**src/rtl/core/tttm_pkg.sv**
```systemverilog
`default_nettype none

package tttm_pkg;

   // Fixed-point format: ONE means 1.0.
   localparam int FRAC_BITS = 12;
   localparam int ONE       = 1 << FRAC_BITS;
   localparam int HALF      = ONE / 2;

   // Field widths.
   localparam int DEM_W   = 16;
   localparam int THR_W   = 13;
   localparam int GAIN_W  = 14;
   localparam int PULSE_W = 12;
   localparam int TILT_W  = 16;
   localparam int SUM_W   = DEM_W + 1;

   // Internal widths.
   localparam int SC_W  = SUM_W + GAIN_W + 1 - FRAC_BITS;   // gain-scaled axes
   localparam int THS_W = THR_W + GAIN_W + 1 - FRAC_BITS;   // gain-scaled throttle
   localparam int ANG_W = FRAC_BITS + 4;                    // tilt angle
   localparam int W_W   = ANG_W + 1;                        // pitch weights
   localparam int M_W   = SC_W + 4;                         // mixed products
   localparam int CQ_W  = FRAC_BITS + 1;                    // mixing coefficients
   localparam int Y_W   = M_W + 1;                          // reduced yaw
   localparam int T_W   = M_W + 2;                          // thrust and tilt sums
   localparam int A_W   = T_W + 1;                          // sums with adjustment

   // Product widths.
   localparam int P_SC = SUM_W + GAIN_W + 1;
   localparam int P_TH = THR_W + GAIN_W + 1;
   localparam int P_WS = W_W + SC_W;
   localparam int P_SQ = SC_W + CQ_W;
   localparam int P_AQ = ANG_W + CQ_W;
   localparam int P_MQ = M_W + CQ_W;
   localparam int P_YQ = Y_W + CQ_W;

   // Tilt angle: floor((pulse * 2 * ONE + 500) / 1000) - 3 * ONE, the divide
   // done as a multiply by a rounded-up reciprocal.
   localparam int ANG_NB = PULSE_W + FRAC_BITS + 2;
   localparam int ANG_SH = ANG_NB + 10;
   localparam int ANG_PW = 2 * ANG_NB + 1;
   localparam logic [ANG_NB:0] ANG_RECIP =
      (ANG_NB + 1)'(((64'd1 << ANG_SH) + 64'd999) / 64'd1000);
   localparam logic [ANG_NB-1:0] ANG_RND = ANG_NB'(500);
   localparam logic signed [ANG_W-1:0] ANG_BASE = ANG_W'(3 * ONE);

   // Mixing coefficients, rounded to nearest.
   localparam logic signed [CQ_W-1:0] Q02  = CQ_W'((2 * ONE * 2 + 10) / 20);
   localparam logic signed [CQ_W-1:0] Q03  = CQ_W'((3 * ONE * 2 + 10) / 20);
   localparam logic signed [CQ_W-1:0] Q04  = CQ_W'((4 * ONE * 2 + 10) / 20);
   localparam logic signed [CQ_W-1:0] Q045 = CQ_W'((45 * ONE * 2 + 100) / 200);
   localparam logic signed [CQ_W-1:0] Q05  = CQ_W'((5 * ONE * 2 + 10) / 20);
   localparam logic signed [CQ_W-1:0] Q06  = CQ_W'((6 * ONE * 2 + 10) / 20);
   localparam logic signed [CQ_W-1:0] Q07  = CQ_W'((7 * ONE * 2 + 10) / 20);

   // Divider widths.
   localparam int MAG_W  = TILT_W + 1;
   localparam int N_W    = MAG_W + FRAC_BITS;
   localparam int Q_BITS = TILT_W;
   localparam int TOP_W  = N_W - Q_BITS;
   localparam int REM_W  = (TOP_W > GAIN_W) ? TOP_W + 1 : GAIN_W + 1;

   // One demand set.
   typedef struct packed {
      logic signed [DEM_W-1:0] roll_demand;
      logic signed [DEM_W-1:0] roll_feedforward;
      logic signed [DEM_W-1:0] pitch_demand;
      logic signed [DEM_W-1:0] pitch_feedforward;
      logic signed [DEM_W-1:0] yaw_demand;
      logic signed [DEM_W-1:0] yaw_feedforward;
      logic [THR_W-1:0]        throttle_demand;
      logic [THR_W-1:0]        throttle_ceiling;
      logic [GAIN_W-1:0]       supply_gain;
      logic [PULSE_W-1:0]      tilt_stick_pulse;
   } req_type;

   // Scaled demands and tilt angle.
   typedef struct packed {
      logic signed [SC_W-1:0]  roll;
      logic signed [SC_W-1:0]  pitch;
      logic signed [SC_W-1:0]  yaw;
      logic [THS_W-1:0]        thr;
      logic [THR_W-1:0]        ceil_v;
      logic [GAIN_W-1:0]       gain;
      logic signed [ANG_W-1:0] angle;
   } front_type;

   // Mixed thrusts and tilts, before the throttle divide.
   typedef struct packed {
      logic [THR_W-1:0]         left_thrust;
      logic [THR_W-1:0]         right_thrust;
      logic [THR_W-1:0]         tail_thrust;
      logic signed [TILT_W-1:0] left_tilt;
      logic signed [TILT_W-1:0] right_tilt;
      logic signed [TILT_W-1:0] tail_tilt;
      logic signed [TILT_W-1:0] applied_throttle;
      logic                     throttle_low_hit;
      logic                     throttle_high_hit;
      logic                     attitude_limited;
      logic [GAIN_W-1:0]        gain;
   } mix_type;

   // One result word.
   typedef struct packed {
      logic [THR_W-1:0]         left_thrust;
      logic [THR_W-1:0]         right_thrust;
      logic [THR_W-1:0]         tail_thrust;
      logic signed [TILT_W-1:0] left_tilt;
      logic signed [TILT_W-1:0] right_tilt;
      logic signed [TILT_W-1:0] tail_tilt;
      logic signed [TILT_W-1:0] applied_throttle;
      logic signed [TILT_W-1:0] uncompensated_throttle;
      logic                     throttle_low_hit;
      logic                     throttle_high_hit;
      logic                     attitude_limited;
   } rsp_type;

endpackage

`default_nettype wire

```
**src/rtl/core/tttm_front.sv**
```systemverilog
`default_nettype none

module tttm_front (
   input  wire                  clock,
   input  wire                  reset,
   input  wire                  en,
   input  wire                  in_valid,
   input  tttm_pkg::req_type    in_req,
   output logic                 out_valid,
   output tttm_pkg::front_type  out_front
);
   import tttm_pkg::*;

   // Stage one registers: axis sums, raw inputs and the angle product.
   logic signed [SUM_W-1:0] roll_ff, pitch_ff, yaw_ff;
   logic signed [SUM_W-1:0] roll_in, pitch_in, yaw_in;
   logic [THR_W-1:0]        thr_ff, ceil_ff;
   logic [GAIN_W-1:0]       gain_ff;
   logic [ANG_PW-1:0]       aprod_ff, aprod_in;
   logic                    s1_valid_ff;
   logic [ANG_NB-1:0]       ang_num;

   // Stage two.
   logic signed [P_SC-1:0]  roll_p, pitch_p, yaw_p;
   logic [P_TH-1:0]         thr_p;
   logic signed [ANG_W-1:0] angle;
   logic signed [GAIN_W:0]  gain_s;
   front_type               front_ff, front_in;
   logic                    s2_valid_ff;

   // Demand plus feedforward, and the pulse numerator times the reciprocal.
   always_comb begin
      roll_in  = SUM_W'(in_req.roll_demand) + SUM_W'(in_req.roll_feedforward);
      pitch_in = SUM_W'(in_req.pitch_demand) + SUM_W'(in_req.pitch_feedforward);
      yaw_in   = SUM_W'(in_req.yaw_demand) + SUM_W'(in_req.yaw_feedforward);
      ang_num  = {1'b0, in_req.tilt_stick_pulse, {(FRAC_BITS + 1){1'b0}}} + ANG_RND;
      aprod_in = ANG_PW'(ang_num) * ANG_PW'(ANG_RECIP);
   end

   always_ff @(posedge clock) begin
      if (reset) begin
         s1_valid_ff <= 1'b0;
      end else if (en) begin
         s1_valid_ff <= in_valid;
      end
      if (en) begin
         roll_ff  <= roll_in;
         pitch_ff <= pitch_in;
         yaw_ff   <= yaw_in;
         thr_ff   <= in_req.throttle_demand;
         ceil_ff  <= in_req.throttle_ceiling;
         gain_ff  <= in_req.supply_gain;
         aprod_ff <= aprod_in;
      end
   end

   // Gain scaling with round to nearest, and the tilt angle.
   always_comb begin
      gain_s  = $signed({1'b0, gain_ff});
      roll_p  = P_SC'(roll_ff) * P_SC'(gain_s) + P_SC'(HALF);
      pitch_p = P_SC'(pitch_ff) * P_SC'(gain_s) + P_SC'(HALF);
      yaw_p   = P_SC'(yaw_ff) * P_SC'(gain_s) + P_SC'(HALF);
      thr_p   = P_TH'(thr_ff) * P_TH'(gain_ff) + P_TH'(HALF);
      angle   = $signed(aprod_ff[ANG_SH +: ANG_W]) - ANG_BASE;
      front_in.roll   = roll_p[FRAC_BITS +: SC_W];
      front_in.pitch  = pitch_p[FRAC_BITS +: SC_W];
      front_in.yaw    = yaw_p[FRAC_BITS +: SC_W];
      front_in.thr    = thr_p[FRAC_BITS +: THS_W];
      front_in.ceil_v = ceil_ff;
      front_in.gain   = gain_ff;
      front_in.angle  = angle;
   end

   always_ff @(posedge clock) begin
      if (reset) begin
         s2_valid_ff <= 1'b0;
      end else if (en) begin
         s2_valid_ff <= s1_valid_ff;
      end
      if (en) begin
         front_ff <= front_in;
      end
   end

   assign out_valid = s2_valid_ff;
   assign out_front = front_ff;

endmodule

`default_nettype wire

```
**config.mk**
```make
export PLATFORM = sky130hd
export DESIGN_NAME = tttm_front
export DESIGN_NICKNAME = d
export VERILOG_FILES = /design/src/rtl/core/tttm_pkg.sv /design/src/rtl/core/tttm_front.sv
export SDC_FILE = /design/constraint.sdc
export NUM_CORES = 2
export LEC_CHECK = 0
export ABC_AREA = 1
export BUFFER_PORTS_ARGS = -buffer_cell sky130_fd_sc_hd__buf_2
export CAP_MARGIN = 15
export CORE_MARGIN = 2
export CORE_UTILIZATION = 60
export CTS_BUF_LIST = sky130_fd_sc_hd__clkbuf_16
export DETAILED_ROUTE_END_ITERATION = 7
export PLACE_DENSITY = 0.78
export RECOVER_POWER = 50
export SETUP_SLACK_MARGIN = 0.02
export SLEW_MARGIN = 20
export SYNTH_ARGS = -nofsm -noshare
export SYNTH_HDL_FRONTEND = slang
export SYNTH_SLANG_ARGS = --single-unit
export TNS_END_PERCENT = 10
```
**constraint.sdc**
```tcl
create_clock -name clock -period 8.45 [get_ports clock]
set_clock_uncertainty 0.1 [all_clocks]
set_input_delay 2.1125 -clock clock [delete_from_list [all_inputs] [get_ports clock]]
set_output_delay 2.1125 -clock clock [all_outputs]
set_load 0.005 [all_outputs]
```
==> impl_metrics.py <==
metrics = {
    "detailed_routing": {
        "initialDrtViolationCount": 2314,
        "num_vias": 41260,
        "drtPass1Iterations": 8,
        "wl_met2_um": 66460,
        "routed_wl_um": 129500,
        "top_layer_used": "met4",
        "drc": 0,
        "met3WireLength_um": 7619,
        "ant_nets": 0,
        "routedWlPerCell_um": 16.46,
        "wl_met1_um": 50390,
        "vias_per_cell": 5.242,
    },
    "timing": {
        "worst_pin_slew_ns": 1.947,
        "setup_ws_ns": 1.162,
        "tns_ns": 0,
        "min_period_over_period_pct": 86.25,
        "max_freq_mhz": 137.2,
        "post-route-min-period_ns": 7.288,
        "slew_violations": 63,
        "slew_headroom_pct": -29.79,
        "rsz0062_at_grt": "no",
        "setup_violations": 0,
        "finalHoldViolations": 0,
    },
    "yosys": {
        "yosys_register_bits": 228,
        "synth_area_leaders": "fa_1 35%, ha_1 15%, inv_1 14%",
        "synth_top_area_share_pct": 34.73,
        "yosysTopAreaCell": "fa_1",
        "async_flop_share_pct": 0,
        "syn_area_sq_um": 52290,
        "synth_fp_nets": 8201,
        "syn_area_per_cell_sq_um": 8.022,
        "synth_flop_cell": "edfxtp_1",
        "ys_types": 45,
        "synth_edf_count": 226,
        "synthCells": 6518,
        "synth_seq_area_share_pct": 13.06,
        "yosysWarnings": 0,
    },
    "worst_setup_path": {
        "crit_fanout": 32,
        "cp-start-kind": "flip-flop",
        "startpoint": "gain_ff[4]",
        "critPathKind": "flip-flop to flip-flop",
        "arrival_ns": 7.60,
        "end_kind": "flip-flop",
        "critPathRequiredTime_ns": 8.76,
        "r2r_start": "gain_ff[4]",
    },
    "clock_network": {
        "cts_buffer_depth": 3,
        "cts_tree": "done",
        "insertion_delay_ns": 0.63,
        "cts_inserted_buffers": 30,
        "post_cts_buffers": 0,
        "h-tree-depth": 1,
        "path_clk_slew_ns": 0.06,
        "cts_root_buffer": "clkbuf_16",
        "clkSinkCount": 228,
        "cts_hold_buffers": 0,
        "ctsResizeCount": 0,
    },
    "final_layout": {
        "syn_to_final_growth_pct": 6.509,
        "drive_gt1_share_pct": 5.275,
        "nets": 8370,
        "mostFrequentLayoutCells": "1914 x inv_1, 1679 x nand2_1, 907 x fa_1, 624 x ha_1, 253 x nor2_1",
        "fillers": 7496,
        "final_common_cell": "inv_1",
    },
    "global_routing": {
        "grt.overflow.total": 0,
        "grt_max_degree": 105,
        "grt_pass1_vias": 44086,
        "grt_pass1_wl_um": 215900,
        "grt_usage_pct": 29.93,
        "antenna_found_initial": 6,
    },
    "floorplan": {
        "start_util_pct": 60.36,
        "ioPinCount": 272,
        "core_area_sq_um": 86620,
        "die_area_sq_um": 89520,
        "die_h_um": 299.2,
        "die_w_um": 299.2,
        "rows": 108,
    },
    "placement": {
        "hpwl_um": 107600,
        "portBuffers": 271,
        "gp_congestion": 0.9698,
        "dp_worst_setup_slack_ns": 0.9753,
    },
    "run": {
        "drv_cap": 2,
    },
    "run_status": {
        "violations": "max-capacitance violations, max-slew violations",
        "outcome": "finished, violations left",
    },
    "min_path": {
        "hold_path.class": "flip-flop to flip-flop",
        "min-delay-start": "ceil_ff[8]",
    },
}
[routing by layer]
metal,GRT usage [%],vias to the layer above
li1,-,19464
met1,36.50,20150
met2,54.46,1328
met3,3.146,318
met4,11.61,0
met5,0,-
[metrics by stage]
step / area, sq um / hold slack [ns] / util, % / cells
2_1_floorplan: 52290 / 0.3003 / - / 6518
3_3_place_gp: 54740 / 0.3004 / 63.19 / 7810
3_5_place_dp: 54740 / 0.3052 / 63.19 / 7810
4_1_cts: 55750 / 0.3203 / 64.36 / 7866
5_1_grt: 55690 / 0.3256 / 64.29 / 7871
6_report: 55690 / 0.3173 / 64.29 / 7871
[worst max-delay path: stages, from the launching register on]
cell and delay [ns]:
edfxtp_1 0.57, clkbuf_1 1.43, nand2_1 0.24, fa_1 0.57, fa_1 0.49, inv_1 0.05
fa_1 0.51, inv_1 0.06, fa_1 0.55, fa_1 0.44, fa_1 0.51, inv_1 0.05
ha_1 0.37, a21oi_1 0.20, a21boi_0 0.33, o21ai_0 0.18, a21oi_1 0.17, xnor2_1 0.22
[final timing paths]
| check | slack, ns | cells past startpoint | to |
|---|---|---|---|
| setup / recovery | 1.16 | 17 | out_front[84] |
| setup reg to reg | 1.16 | 17 | out_front[84] |
| hold / removal | 0.32 | 0 | out_front[38] |
| hold reg to reg | 0.32 | 0 | out_front[38] |
[cells in the mapped netlist, types with 9 or more instances]
library cell	n
nand3_1	164
nor2_1	253
edfxtp_1	226
nand2_1	1679
clkbuf_1	130
nor4_1	10
nor3_1	32
nand2_2	19
fa_1	907
xnor2_1	22
o21bai_1	23
xor2_1	66
inv_1	1912
nand3b_1	10
ha_1	624
buf_1	30
a21o_1	9
a21oi_1	200
nand4_1	38
o21ai_0	103
[sequential cells by signal, summed over array words and instances (netlist names)]
signal	flops
aprod_ff	16
ceil_ff	13
gain_ff	14
out_front	119
out_valid	1
pitch_ff	17
roll_ff	17
s1_valid_ff	1
thr_ff	13
yaw_ff	17
[layout make-up]
| type | count | area, sq um | share of cell area (%) |
|---|---|---|---|
| Tap cell | 1155 | 1445 | 2.595 |
| Clock inverter | 25 | 235.2 | 0.4224 |
| Sequential cell | 228 | 6827 | 12.26 |
| Inverter | 1914 | 7184 | 12.90 |
| Antenna cell | 5 | 12.51 | 0.02247 |
| Multi-Input combinational cell | 4214 | 37640 | 67.59 |
| Timing Repair Buffer | 299 | 1569 | 2.817 |
| Clock buffer | 31 | 775.7 | 1.393 |
[kinds of logic (layout without fill, tap and decap cells)]
group / count (synthesis) / in the layout / share of synthesized area, %
XOR/XNOR: 88 / 88 / 1.474
AO/OA/AOI/OAI: 368 / 368 / 3.850
adder cells (fa/ha/maj): 1531 / 1531 / 49.66
buffers and inverters: 2076 / 2269 / 14.93
other: 0 / 5 / 0
flip-flops: 228 / 228 / 13.06
AND/OR/NAND/NOR: 2227 / 2227 / 17.03
Power is not shown: default switching activity piles up to over one toggle a cycle in this logic, so the estimate is an artifact.
