**config.mk**
```make
export PLATFORM = sky130hd
export DESIGN_NAME = tttm_div
export DESIGN_NICKNAME = d
export VERILOG_FILES = /design/src/rtl/core/tttm_pkg.sv /design/src/rtl/core/tttm_div.sv
export SDC_FILE = /design/constraint.sdc
export NUM_CORES = 2
export LEC_CHECK = 0
export BUFFER_PORTS_ARGS = -buffer_cell sky130_fd_sc_hd__buf_2
export CAP_MARGIN = 5
export CORE_ASPECT_RATIO = 2
export CORE_MARGIN = 10
export CORE_UTILIZATION = 50
export CTS_BUF_LIST = sky130_fd_sc_hd__clkbuf_2 sky130_fd_sc_hd__clkbuf_4 sky130_fd_sc_hd__clkbuf_8
export CTS_CLUSTER_DIAMETER = 60
export DETAILED_ROUTE_END_ITERATION = 8
export PLACE_DENSITY = 0.77
export SLEW_MARGIN = 20
export SYNTH_ARGS = -nofsm -noshare
export SYNTH_HDL_FRONTEND = slang
export SYNTH_SLANG_ARGS = --single-unit
```
**constraint.sdc**
```tcl
create_clock -name clock -period 3.8 [get_ports clock]
set_input_delay 0.57 -clock clock [delete_from_list [all_inputs] [get_ports clock]]
set_output_delay 0.57 -clock clock [all_outputs]
set_load 0.01 [all_outputs]
```
**src/rtl/core/tttm_pkg.sv**
```systemverilog
`default_nettype none

package tttm_pkg;

   // Fixed-point format: ONE means 1.0.
   localparam int FRAC_BITS = 12;
   localparam int ONE       = 1 << FRAC_BITS;
   localparam int HALF      = ONE / 2;

   // Field widths.
   localparam int DEM_W   = 16;
   localparam int THR_W   = 13;
   localparam int GAIN_W  = 14;
   localparam int PULSE_W = 12;
   localparam int TILT_W  = 16;
   localparam int SUM_W   = DEM_W + 1;

   // Internal widths.
   localparam int SC_W  = SUM_W + GAIN_W + 1 - FRAC_BITS;   // gain-scaled axes
   localparam int THS_W = THR_W + GAIN_W + 1 - FRAC_BITS;   // gain-scaled throttle
   localparam int ANG_W = FRAC_BITS + 4;                    // tilt angle
   localparam int W_W   = ANG_W + 1;                        // pitch weights
   localparam int M_W   = SC_W + 4;                         // mixed products
   localparam int CQ_W  = FRAC_BITS + 1;                    // mixing coefficients
   localparam int Y_W   = M_W + 1;                          // reduced yaw
   localparam int T_W   = M_W + 2;                          // thrust and tilt sums
   localparam int A_W   = T_W + 1;                          // sums with adjustment

   // Product widths.
   localparam int P_SC = SUM_W + GAIN_W + 1;
   localparam int P_TH = THR_W + GAIN_W + 1;
   localparam int P_WS = W_W + SC_W;
   localparam int P_SQ = SC_W + CQ_W;
   localparam int P_AQ = ANG_W + CQ_W;
   localparam int P_MQ = M_W + CQ_W;
   localparam int P_YQ = Y_W + CQ_W;

   // Tilt angle: floor((pulse * 2 * ONE + 500) / 1000) - 3 * ONE, the divide
   // done as a multiply by a rounded-up reciprocal.
   localparam int ANG_NB = PULSE_W + FRAC_BITS + 2;
   localparam int ANG_SH = ANG_NB + 10;
   localparam int ANG_PW = 2 * ANG_NB + 1;
   localparam logic [ANG_NB:0] ANG_RECIP =
      (ANG_NB + 1)'(((64'd1 << ANG_SH) + 64'd999) / 64'd1000);
   localparam logic [ANG_NB-1:0] ANG_RND = ANG_NB'(500);
   localparam logic signed [ANG_W-1:0] ANG_BASE = ANG_W'(3 * ONE);

   // Mixing coefficients, rounded to nearest.
   localparam logic signed [CQ_W-1:0] Q02  = CQ_W'((2 * ONE * 2 + 10) / 20);
   localparam logic signed [CQ_W-1:0] Q03  = CQ_W'((3 * ONE * 2 + 10) / 20);
   localparam logic signed [CQ_W-1:0] Q04  = CQ_W'((4 * ONE * 2 + 10) / 20);
   localparam logic signed [CQ_W-1:0] Q045 = CQ_W'((45 * ONE * 2 + 100) / 200);
   localparam logic signed [CQ_W-1:0] Q05  = CQ_W'((5 * ONE * 2 + 10) / 20);
   localparam logic signed [CQ_W-1:0] Q06  = CQ_W'((6 * ONE * 2 + 10) / 20);
   localparam logic signed [CQ_W-1:0] Q07  = CQ_W'((7 * ONE * 2 + 10) / 20);

   // Divider widths.
   localparam int MAG_W  = TILT_W + 1;
   localparam int N_W    = MAG_W + FRAC_BITS;
   localparam int Q_BITS = TILT_W;
   localparam int TOP_W  = N_W - Q_BITS;
   localparam int REM_W  = (TOP_W > GAIN_W) ? TOP_W + 1 : GAIN_W + 1;

   // One demand set.
   typedef struct packed {
      logic signed [DEM_W-1:0] roll_demand;
      logic signed [DEM_W-1:0] roll_feedforward;
      logic signed [DEM_W-1:0] pitch_demand;
      logic signed [DEM_W-1:0] pitch_feedforward;
      logic signed [DEM_W-1:0] yaw_demand;
      logic signed [DEM_W-1:0] yaw_feedforward;
      logic [THR_W-1:0]        throttle_demand;
      logic [THR_W-1:0]        throttle_ceiling;
      logic [GAIN_W-1:0]       supply_gain;
      logic [PULSE_W-1:0]      tilt_stick_pulse;
   } req_type;

   // Scaled demands and tilt angle.
   typedef struct packed {
      logic signed [SC_W-1:0]  roll;
      logic signed [SC_W-1:0]  pitch;
      logic signed [SC_W-1:0]  yaw;
      logic [THS_W-1:0]        thr;
      logic [THR_W-1:0]        ceil_v;
      logic [GAIN_W-1:0]       gain;
      logic signed [ANG_W-1:0] angle;
   } front_type;

   // Mixed thrusts and tilts, before the throttle divide.
   typedef struct packed {
      logic [THR_W-1:0]         left_thrust;
      logic [THR_W-1:0]         right_thrust;
      logic [THR_W-1:0]         tail_thrust;
      logic signed [TILT_W-1:0] left_tilt;
      logic signed [TILT_W-1:0] right_tilt;
      logic signed [TILT_W-1:0] tail_tilt;
      logic signed [TILT_W-1:0] applied_throttle;
      logic                     throttle_low_hit;
      logic                     throttle_high_hit;
      logic                     attitude_limited;
      logic [GAIN_W-1:0]        gain;
   } mix_type;

   // One result word.
   typedef struct packed {
      logic [THR_W-1:0]         left_thrust;
      logic [THR_W-1:0]         right_thrust;
      logic [THR_W-1:0]         tail_thrust;
      logic signed [TILT_W-1:0] left_tilt;
      logic signed [TILT_W-1:0] right_tilt;
      logic signed [TILT_W-1:0] tail_tilt;
      logic signed [TILT_W-1:0] applied_throttle;
      logic signed [TILT_W-1:0] uncompensated_throttle;
      logic                     throttle_low_hit;
      logic                     throttle_high_hit;
      logic                     attitude_limited;
   } rsp_type;

endpackage

`default_nettype wire

```
**src/rtl/core/tttm_div.sv**
```systemverilog
`default_nettype none

module tttm_div (
   input  wire                clock,
   input  wire                reset,
   input  wire                en,
   input  wire                in_valid,
   input  tttm_pkg::mix_type  in_mix,
   output logic               out_valid,
   output tttm_pkg::rsp_type  out_rsp
);
   import tttm_pkg::*;

   localparam logic signed [TILT_W-1:0] T_MAX = TILT_W'((1 << (TILT_W - 1)) - 1);
   localparam logic signed [TILT_W-1:0] T_MIN = -T_MAX - TILT_W'(1);

   // Restoring divider, one quotient bit per stage. Stage zero loads the
   // magnitude of applied throttle times ONE and flags a quotient too
   // large for the result.
   logic [REM_W-1:0]  rem_ff  [0:Q_BITS];
   logic [Q_BITS-1:0] low_ff  [0:Q_BITS];
   logic [Q_BITS-1:0] quo_ff  [0:Q_BITS];
   logic [GAIN_W-1:0] div_ff  [0:Q_BITS];
   logic              ovf_ff  [0:Q_BITS];
   logic              neg_ff  [0:Q_BITS];
   mix_type           pay_ff  [0:Q_BITS];
   logic [Q_BITS:0]   valid_ff;

   logic [REM_W-1:0]  rem_in  [1:Q_BITS];
   logic [Q_BITS-1:0] low_in  [1:Q_BITS];
   logic [Q_BITS-1:0] quo_in  [1:Q_BITS];

   logic [MAG_W-1:0]  mag;
   logic [N_W-1:0]    num;
   logic [GAIN_W-1:0] div0;
   logic [REM_W-1:0]  rem0;

   always_comb begin
      mag  = in_mix.applied_throttle[TILT_W-1] ? -MAG_W'(in_mix.applied_throttle)
                                                :  MAG_W'(in_mix.applied_throttle);
      num  = {mag, {FRAC_BITS{1'b0}}};
      div0 = (in_mix.gain == '0) ? GAIN_W'(1) : in_mix.gain;
      rem0 = REM_W'(num[N_W-1:Q_BITS]);
   end

   // One shift and trial subtract per stage.
   always_comb begin
      logic [REM_W-1:0] trial;
      logic             fit;
      for (int i = 1; i <= Q_BITS; i++) begin
         trial     = {rem_ff[i-1][REM_W-2:0], low_ff[i-1][Q_BITS-1]};
         fit       = (trial >= REM_W'(div_ff[i-1]));
         rem_in[i] = fit ? (trial - REM_W'(div_ff[i-1])) : trial;
         quo_in[i] = {quo_ff[i-1][Q_BITS-2:0], fit};
         low_in[i] = {low_ff[i-1][Q_BITS-2:0], 1'b0};
      end
   end

   always_ff @(posedge clock) begin
      if (en) begin
         rem_ff[0] <= rem0;
         low_ff[0] <= num[Q_BITS-1:0];
         quo_ff[0] <= '0;
         div_ff[0] <= div0;
         ovf_ff[0] <= (rem0 >= REM_W'(div0));
         neg_ff[0] <= in_mix.applied_throttle[TILT_W-1];
         pay_ff[0] <= in_mix;
         for (int i = 1; i <= Q_BITS; i++) begin
            rem_ff[i] <= rem_in[i];
            low_ff[i] <= low_in[i];
            quo_ff[i] <= quo_in[i];
            div_ff[i] <= div_ff[i-1];
            ovf_ff[i] <= ovf_ff[i-1];
            neg_ff[i] <= neg_ff[i-1];
            pay_ff[i] <= pay_ff[i-1];
         end
      end
   end

   // Sign, saturation and the result register.
   logic [Q_BITS-1:0]        q;
   logic signed [TILT_W-1:0] uncomp;
   rsp_type                  rsp_in, rsp_ff;
   logic                     rsp_valid_ff;

   always_comb begin
      q = quo_ff[Q_BITS];
      if (neg_ff[Q_BITS]) begin
         if (ovf_ff[Q_BITS] || (q[Q_BITS-1] && (q[Q_BITS-2:0] != '0))) begin
            uncomp = T_MIN;
         end else begin
            uncomp = TILT_W'(0) - $signed(q);
         end
      end else begin
         if (ovf_ff[Q_BITS] || q[Q_BITS-1]) begin
            uncomp = T_MAX;
         end else begin
            uncomp = $signed(q);
         end
      end
      rsp_in.left_thrust            = pay_ff[Q_BITS].left_thrust;
      rsp_in.right_thrust           = pay_ff[Q_BITS].right_thrust;
      rsp_in.tail_thrust            = pay_ff[Q_BITS].tail_thrust;
      rsp_in.left_tilt              = pay_ff[Q_BITS].left_tilt;
      rsp_in.right_tilt             = pay_ff[Q_BITS].right_tilt;
      rsp_in.tail_tilt              = pay_ff[Q_BITS].tail_tilt;
      rsp_in.applied_throttle       = pay_ff[Q_BITS].applied_throttle;
      rsp_in.uncompensated_throttle = uncomp;
      rsp_in.throttle_low_hit       = pay_ff[Q_BITS].throttle_low_hit;
      rsp_in.throttle_high_hit      = pay_ff[Q_BITS].throttle_high_hit;
      rsp_in.attitude_limited       = pay_ff[Q_BITS].attitude_limited;
   end

   always_ff @(posedge clock) begin
      if (reset) begin
         valid_ff     <= '0;
         rsp_valid_ff <= 1'b0;
      end else if (en) begin
         valid_ff     <= {valid_ff[Q_BITS-1:0], in_valid};
         rsp_valid_ff <= valid_ff[Q_BITS];
      end
      if (en) begin
         rsp_ff <= rsp_in;
      end
   end

   assign out_valid = rsp_valid_ff;
   assign out_rsp   = rsp_ff;

endmodule

`default_nettype wire

```
==> flow_summary.ini <==
[detailed_routing]
drc_errors = 0
wl_per_cell_um = 16.74
maxUsedRoutingLayer = met4
via_per_inst = 5.011
first_iter_violations = 2352
drt-total-wl_um = 133300
wl_met3_um = 5974
drtAntennaViolNets = 0
routed-wl-met2_um = 72080
drt_first_pass_iters = 5
num_vias = 39890
wl_met1_um = 48250

[floorplanning]
coreArea_mm2 = 0.1811
ioPinCount = 247
initial_core_util = 0.5023
fp-row-count = 221
fp.dieW_um = 321.6
die_area_mm2 = 0.2005
die_h_um = 623.3

[synth]
yosysWarnings = 0
synth_edf_count = 2530
yosysUniqueCellTypes = 83
syn_area_mm2 = 0.09098
ys.flop_type = edfxtp_1
ys_seq_elements = 2548
synthArstFlopShare = 0
ys_seq_area_frac = 0.8390
synth_cells = 4613
syn_area_per_cell_um2 = 19.72

[finish]
layout_common_cells = 2,530 x edfxtp_1, 349 x clkbuf_8, 308 x inv_1, 245 x buf_2, 238 x ha_1
syn_to_final_growth_pct = 14.41
final_nets = 5732
multi_input_area_mm2 = 0.01323
regArea_mm2 = 0.07633
final_area_mm2 = 0.1041
layout.cells.non_filler = 7960
layout_commonest_cell = edfxtp_1
nFillCells = 13050
drive_gt1_frac = 0.1879

[clock_network]
postCtsSetupBuffers = 0
clk_pin_slew_ns = 0.08
clock_latency_ns = 0.94
clock_sinks = 2548
cts_inserted_buffers = 345
cts_tree = built
cts_max_path_buffers = 4
clockRootBuffer = clkbuf_8
htree_levels = 5

[global_route]
grt_usage = 0.1320
grt_pass1_wl_um = 215000
grt_overflow = 0
antenna_found_initial = 2
grt_max_degree = 138
grt_pass1_vias = 42820

[worst_setup_path]
end_kind = flop
startpoint = in_mix[26]
r2r_end = rem_ff[0][35]$_DFFE_PP_
critPathTopFamily = simple AND/OR/NAND/NOR gates
critical_path_depth = 12
r2r-start = div_ff[0][15]$_DFFE_PP_
crit_required_ns = 4.47
cp_slowest_cell = dlygate4sd3_1
cp.buffers_inverters = 3
crit_end = ovf_ff[0]$_DFFE_PP_
slowest_delay_ns = 0.53
r2r_cells = 10
worstSetupStartpointType = primary input
crit_arrival_ns = 4.22
reg2reg_slack_ns = 0.62
crit_type = primary input to flop
path_common_cell = or4_1
crit_chain = dlygate4sd3_1 -> buf_2 -> or4_1 -> or4_1 -> or2_2 -> nor4b_1 -> ha_1 -> a21o_1 -> a2111oi_0 -> buf_4 -> a211o_1 -> a31oi_1
crit_fanout = 2

[placed_design]
place_area_mm2 = 0.09589
gp_congestion = 0.9024
place_hpwl_um = 85720
port_buffers = 246
post-place-cells = 7226

[hold_path]
hp-class = primary input to flop

[timing]
whs_ns = 0.08290
fmax_mhz = 281.7
relSlewSlack = 0.3955
fin_tns_setup_ns = 0
finalCritPeriodShare = 0.9343
tightest_slew_ns = 0.9067
finalHoldViolCount = 0
fin_skew_ns = 0.07390
setup_viol_count_final = 0
maxSlewViolCount = 0
period_needed_ns = 3.550
rsz0062_at_grt = false

[pwr]
power_density_mw_per_mm2 = 658.0
p_leak_nw = 37.89
ir_drop_v = 0.0003315
p_total_w = 0.06849

[status]
outcome = complete, no violations

[flow_run]
max-cap-violations = 0
[repair_timing]
| action | CTS | global route |
|---|---|---|
| gates resized for setup | 0 | 0 |
| hold buffers | 123 | 0 |
| hold endpoints to repair | 146 | 0 |
[synth_stat cells, types with 18 or more instances]
cell type	number	area share
xnor2_1	98	0.0094
clkbuf_1	49	0.0020
mux2_2	136	0.017
ha_1	238	0.033
mux2i_1	47	0.0052
a21o_1	64	0.0053
nor2_1	171	0.0071
dfxtp_1	18	0.0040
nand2_1	107	0.0044
nand2b_1	23	0.0016
edfxtp_1	2530	0.84
nor3_1	39	0.0021
nand3_1	23	0.0013
a31oi_1	27	0.0019
o21ai_0	119	0.0065
nand4_1	35	0.0024
nor2b_1	46	0.0032
inv_1	308	0.013
xor2_1	55	0.0053
o21a_1	47	0.0039
a21oi_1	128	0.0070
[through the flow]
step / utilization / worst slack [ns]
final: 0.5747 / 0.2497
after global routing: 0.5747 / 0.04770
after CTS: 0.5747 / 0.3802
after detailed placement: 0.5295 / -0.09430
after global placement: 0.5295 / -0.2005
after floorplan: - / 0.2033
[cell families after synthesis]
group,after synthesis,synth area share
DFF,2548,0.8390
and+or+nand+nor,555,0.03071
AOI/OAI and AO/OA,540,0.04036
buffers and inverters,372,0.01583
adders and majority gates,253,0.03603
muxes,191,0.02332
xor gates and xnor gates,153,0.01473
other,1,0.00004122
[worst reg2reg max path: stages, from the launching register on]
cell and delay [ns]:
edfxtp_1 0.41, inv_1 0.07, ha_1 0.31, nor2b_1 0.15, o211ai_1 0.23, nand3_1 0.13
a211oi_2 0.39, a21oi_1 0.17, a2111oi_4 0.34, buf_4 0.31, mux2_2 0.39
[layout make-up]
type                       instances  share of cell area
antenna                            3          0.00007212
tap                             2341             0.02814
inverter                         309             0.01114
multi-input combinational       1694              0.1271
clock buffer                     434             0.05228
clock inverter                   174             0.01459
sequential                      2548              0.7333
timing repair buffer             457             0.03339
[how the worst min path moves through the flow]
| stage | slack, ns | to | cells past startpoint | from |
|---|---|---|---|---|
| 2_1_floorplan | 0.40 | low_ff[0][28]$_DFFE_PP_ | 0 | low_ff[0][12]$_DFFE_PP_ |
| 3_5_place_dp | 0.40 | low_ff[0][29]$_DFFE_PP_ | 0 | low_ff[0][13]$_DFFE_PP_ |
| 4_1_cts | 0.01 | pay_ff[0][21]$_DFFE_PP_ | 1 | en |
| 5_1_grt | 0.06 | pay_ff[2][28]$_DFFE_PP_ | 1 | en |
| 3_3_place_gp | 0.40 | pay_ff[9][118]$_DFFE_PP_ | 0 | pay_ff[8][118]$_DFFE_PP_ |
| 6_report | 0.08 | pay_ff[0][21]$_DFFE_PP_ | 1 | en |
[registers in the layout (all words and copies together), names as in the netlist]
signal and flops:
neg_ff 11, quo_ff 136, valid_ff 17, pay_ff 1791, out_valid 1, low_ff 6, rem_ff 223, out_rsp 122
div_ff 224, ovf_ff 17
[power breakdown]
group / switching (W) / internal (W) / leakage (nW) / total (W)
combinational: 0.00663 / 0.00559 / 9.35 / 0.0122
clock: 0.00950 / 0.0112 / 3.65 / 0.0207
sequential: 0.00107 / 0.0345 / 24.9 / 0.0356
[metal layers]
layer / GRT usage / up-vias
li1: - / 19330
met1: 0.1340 / 19160
met2: 0.2445 / 959
met3: 0.02782 / 435
met4: 0.07895 / 0
met5: 0 / -
(Power assumes the default switching activity.)
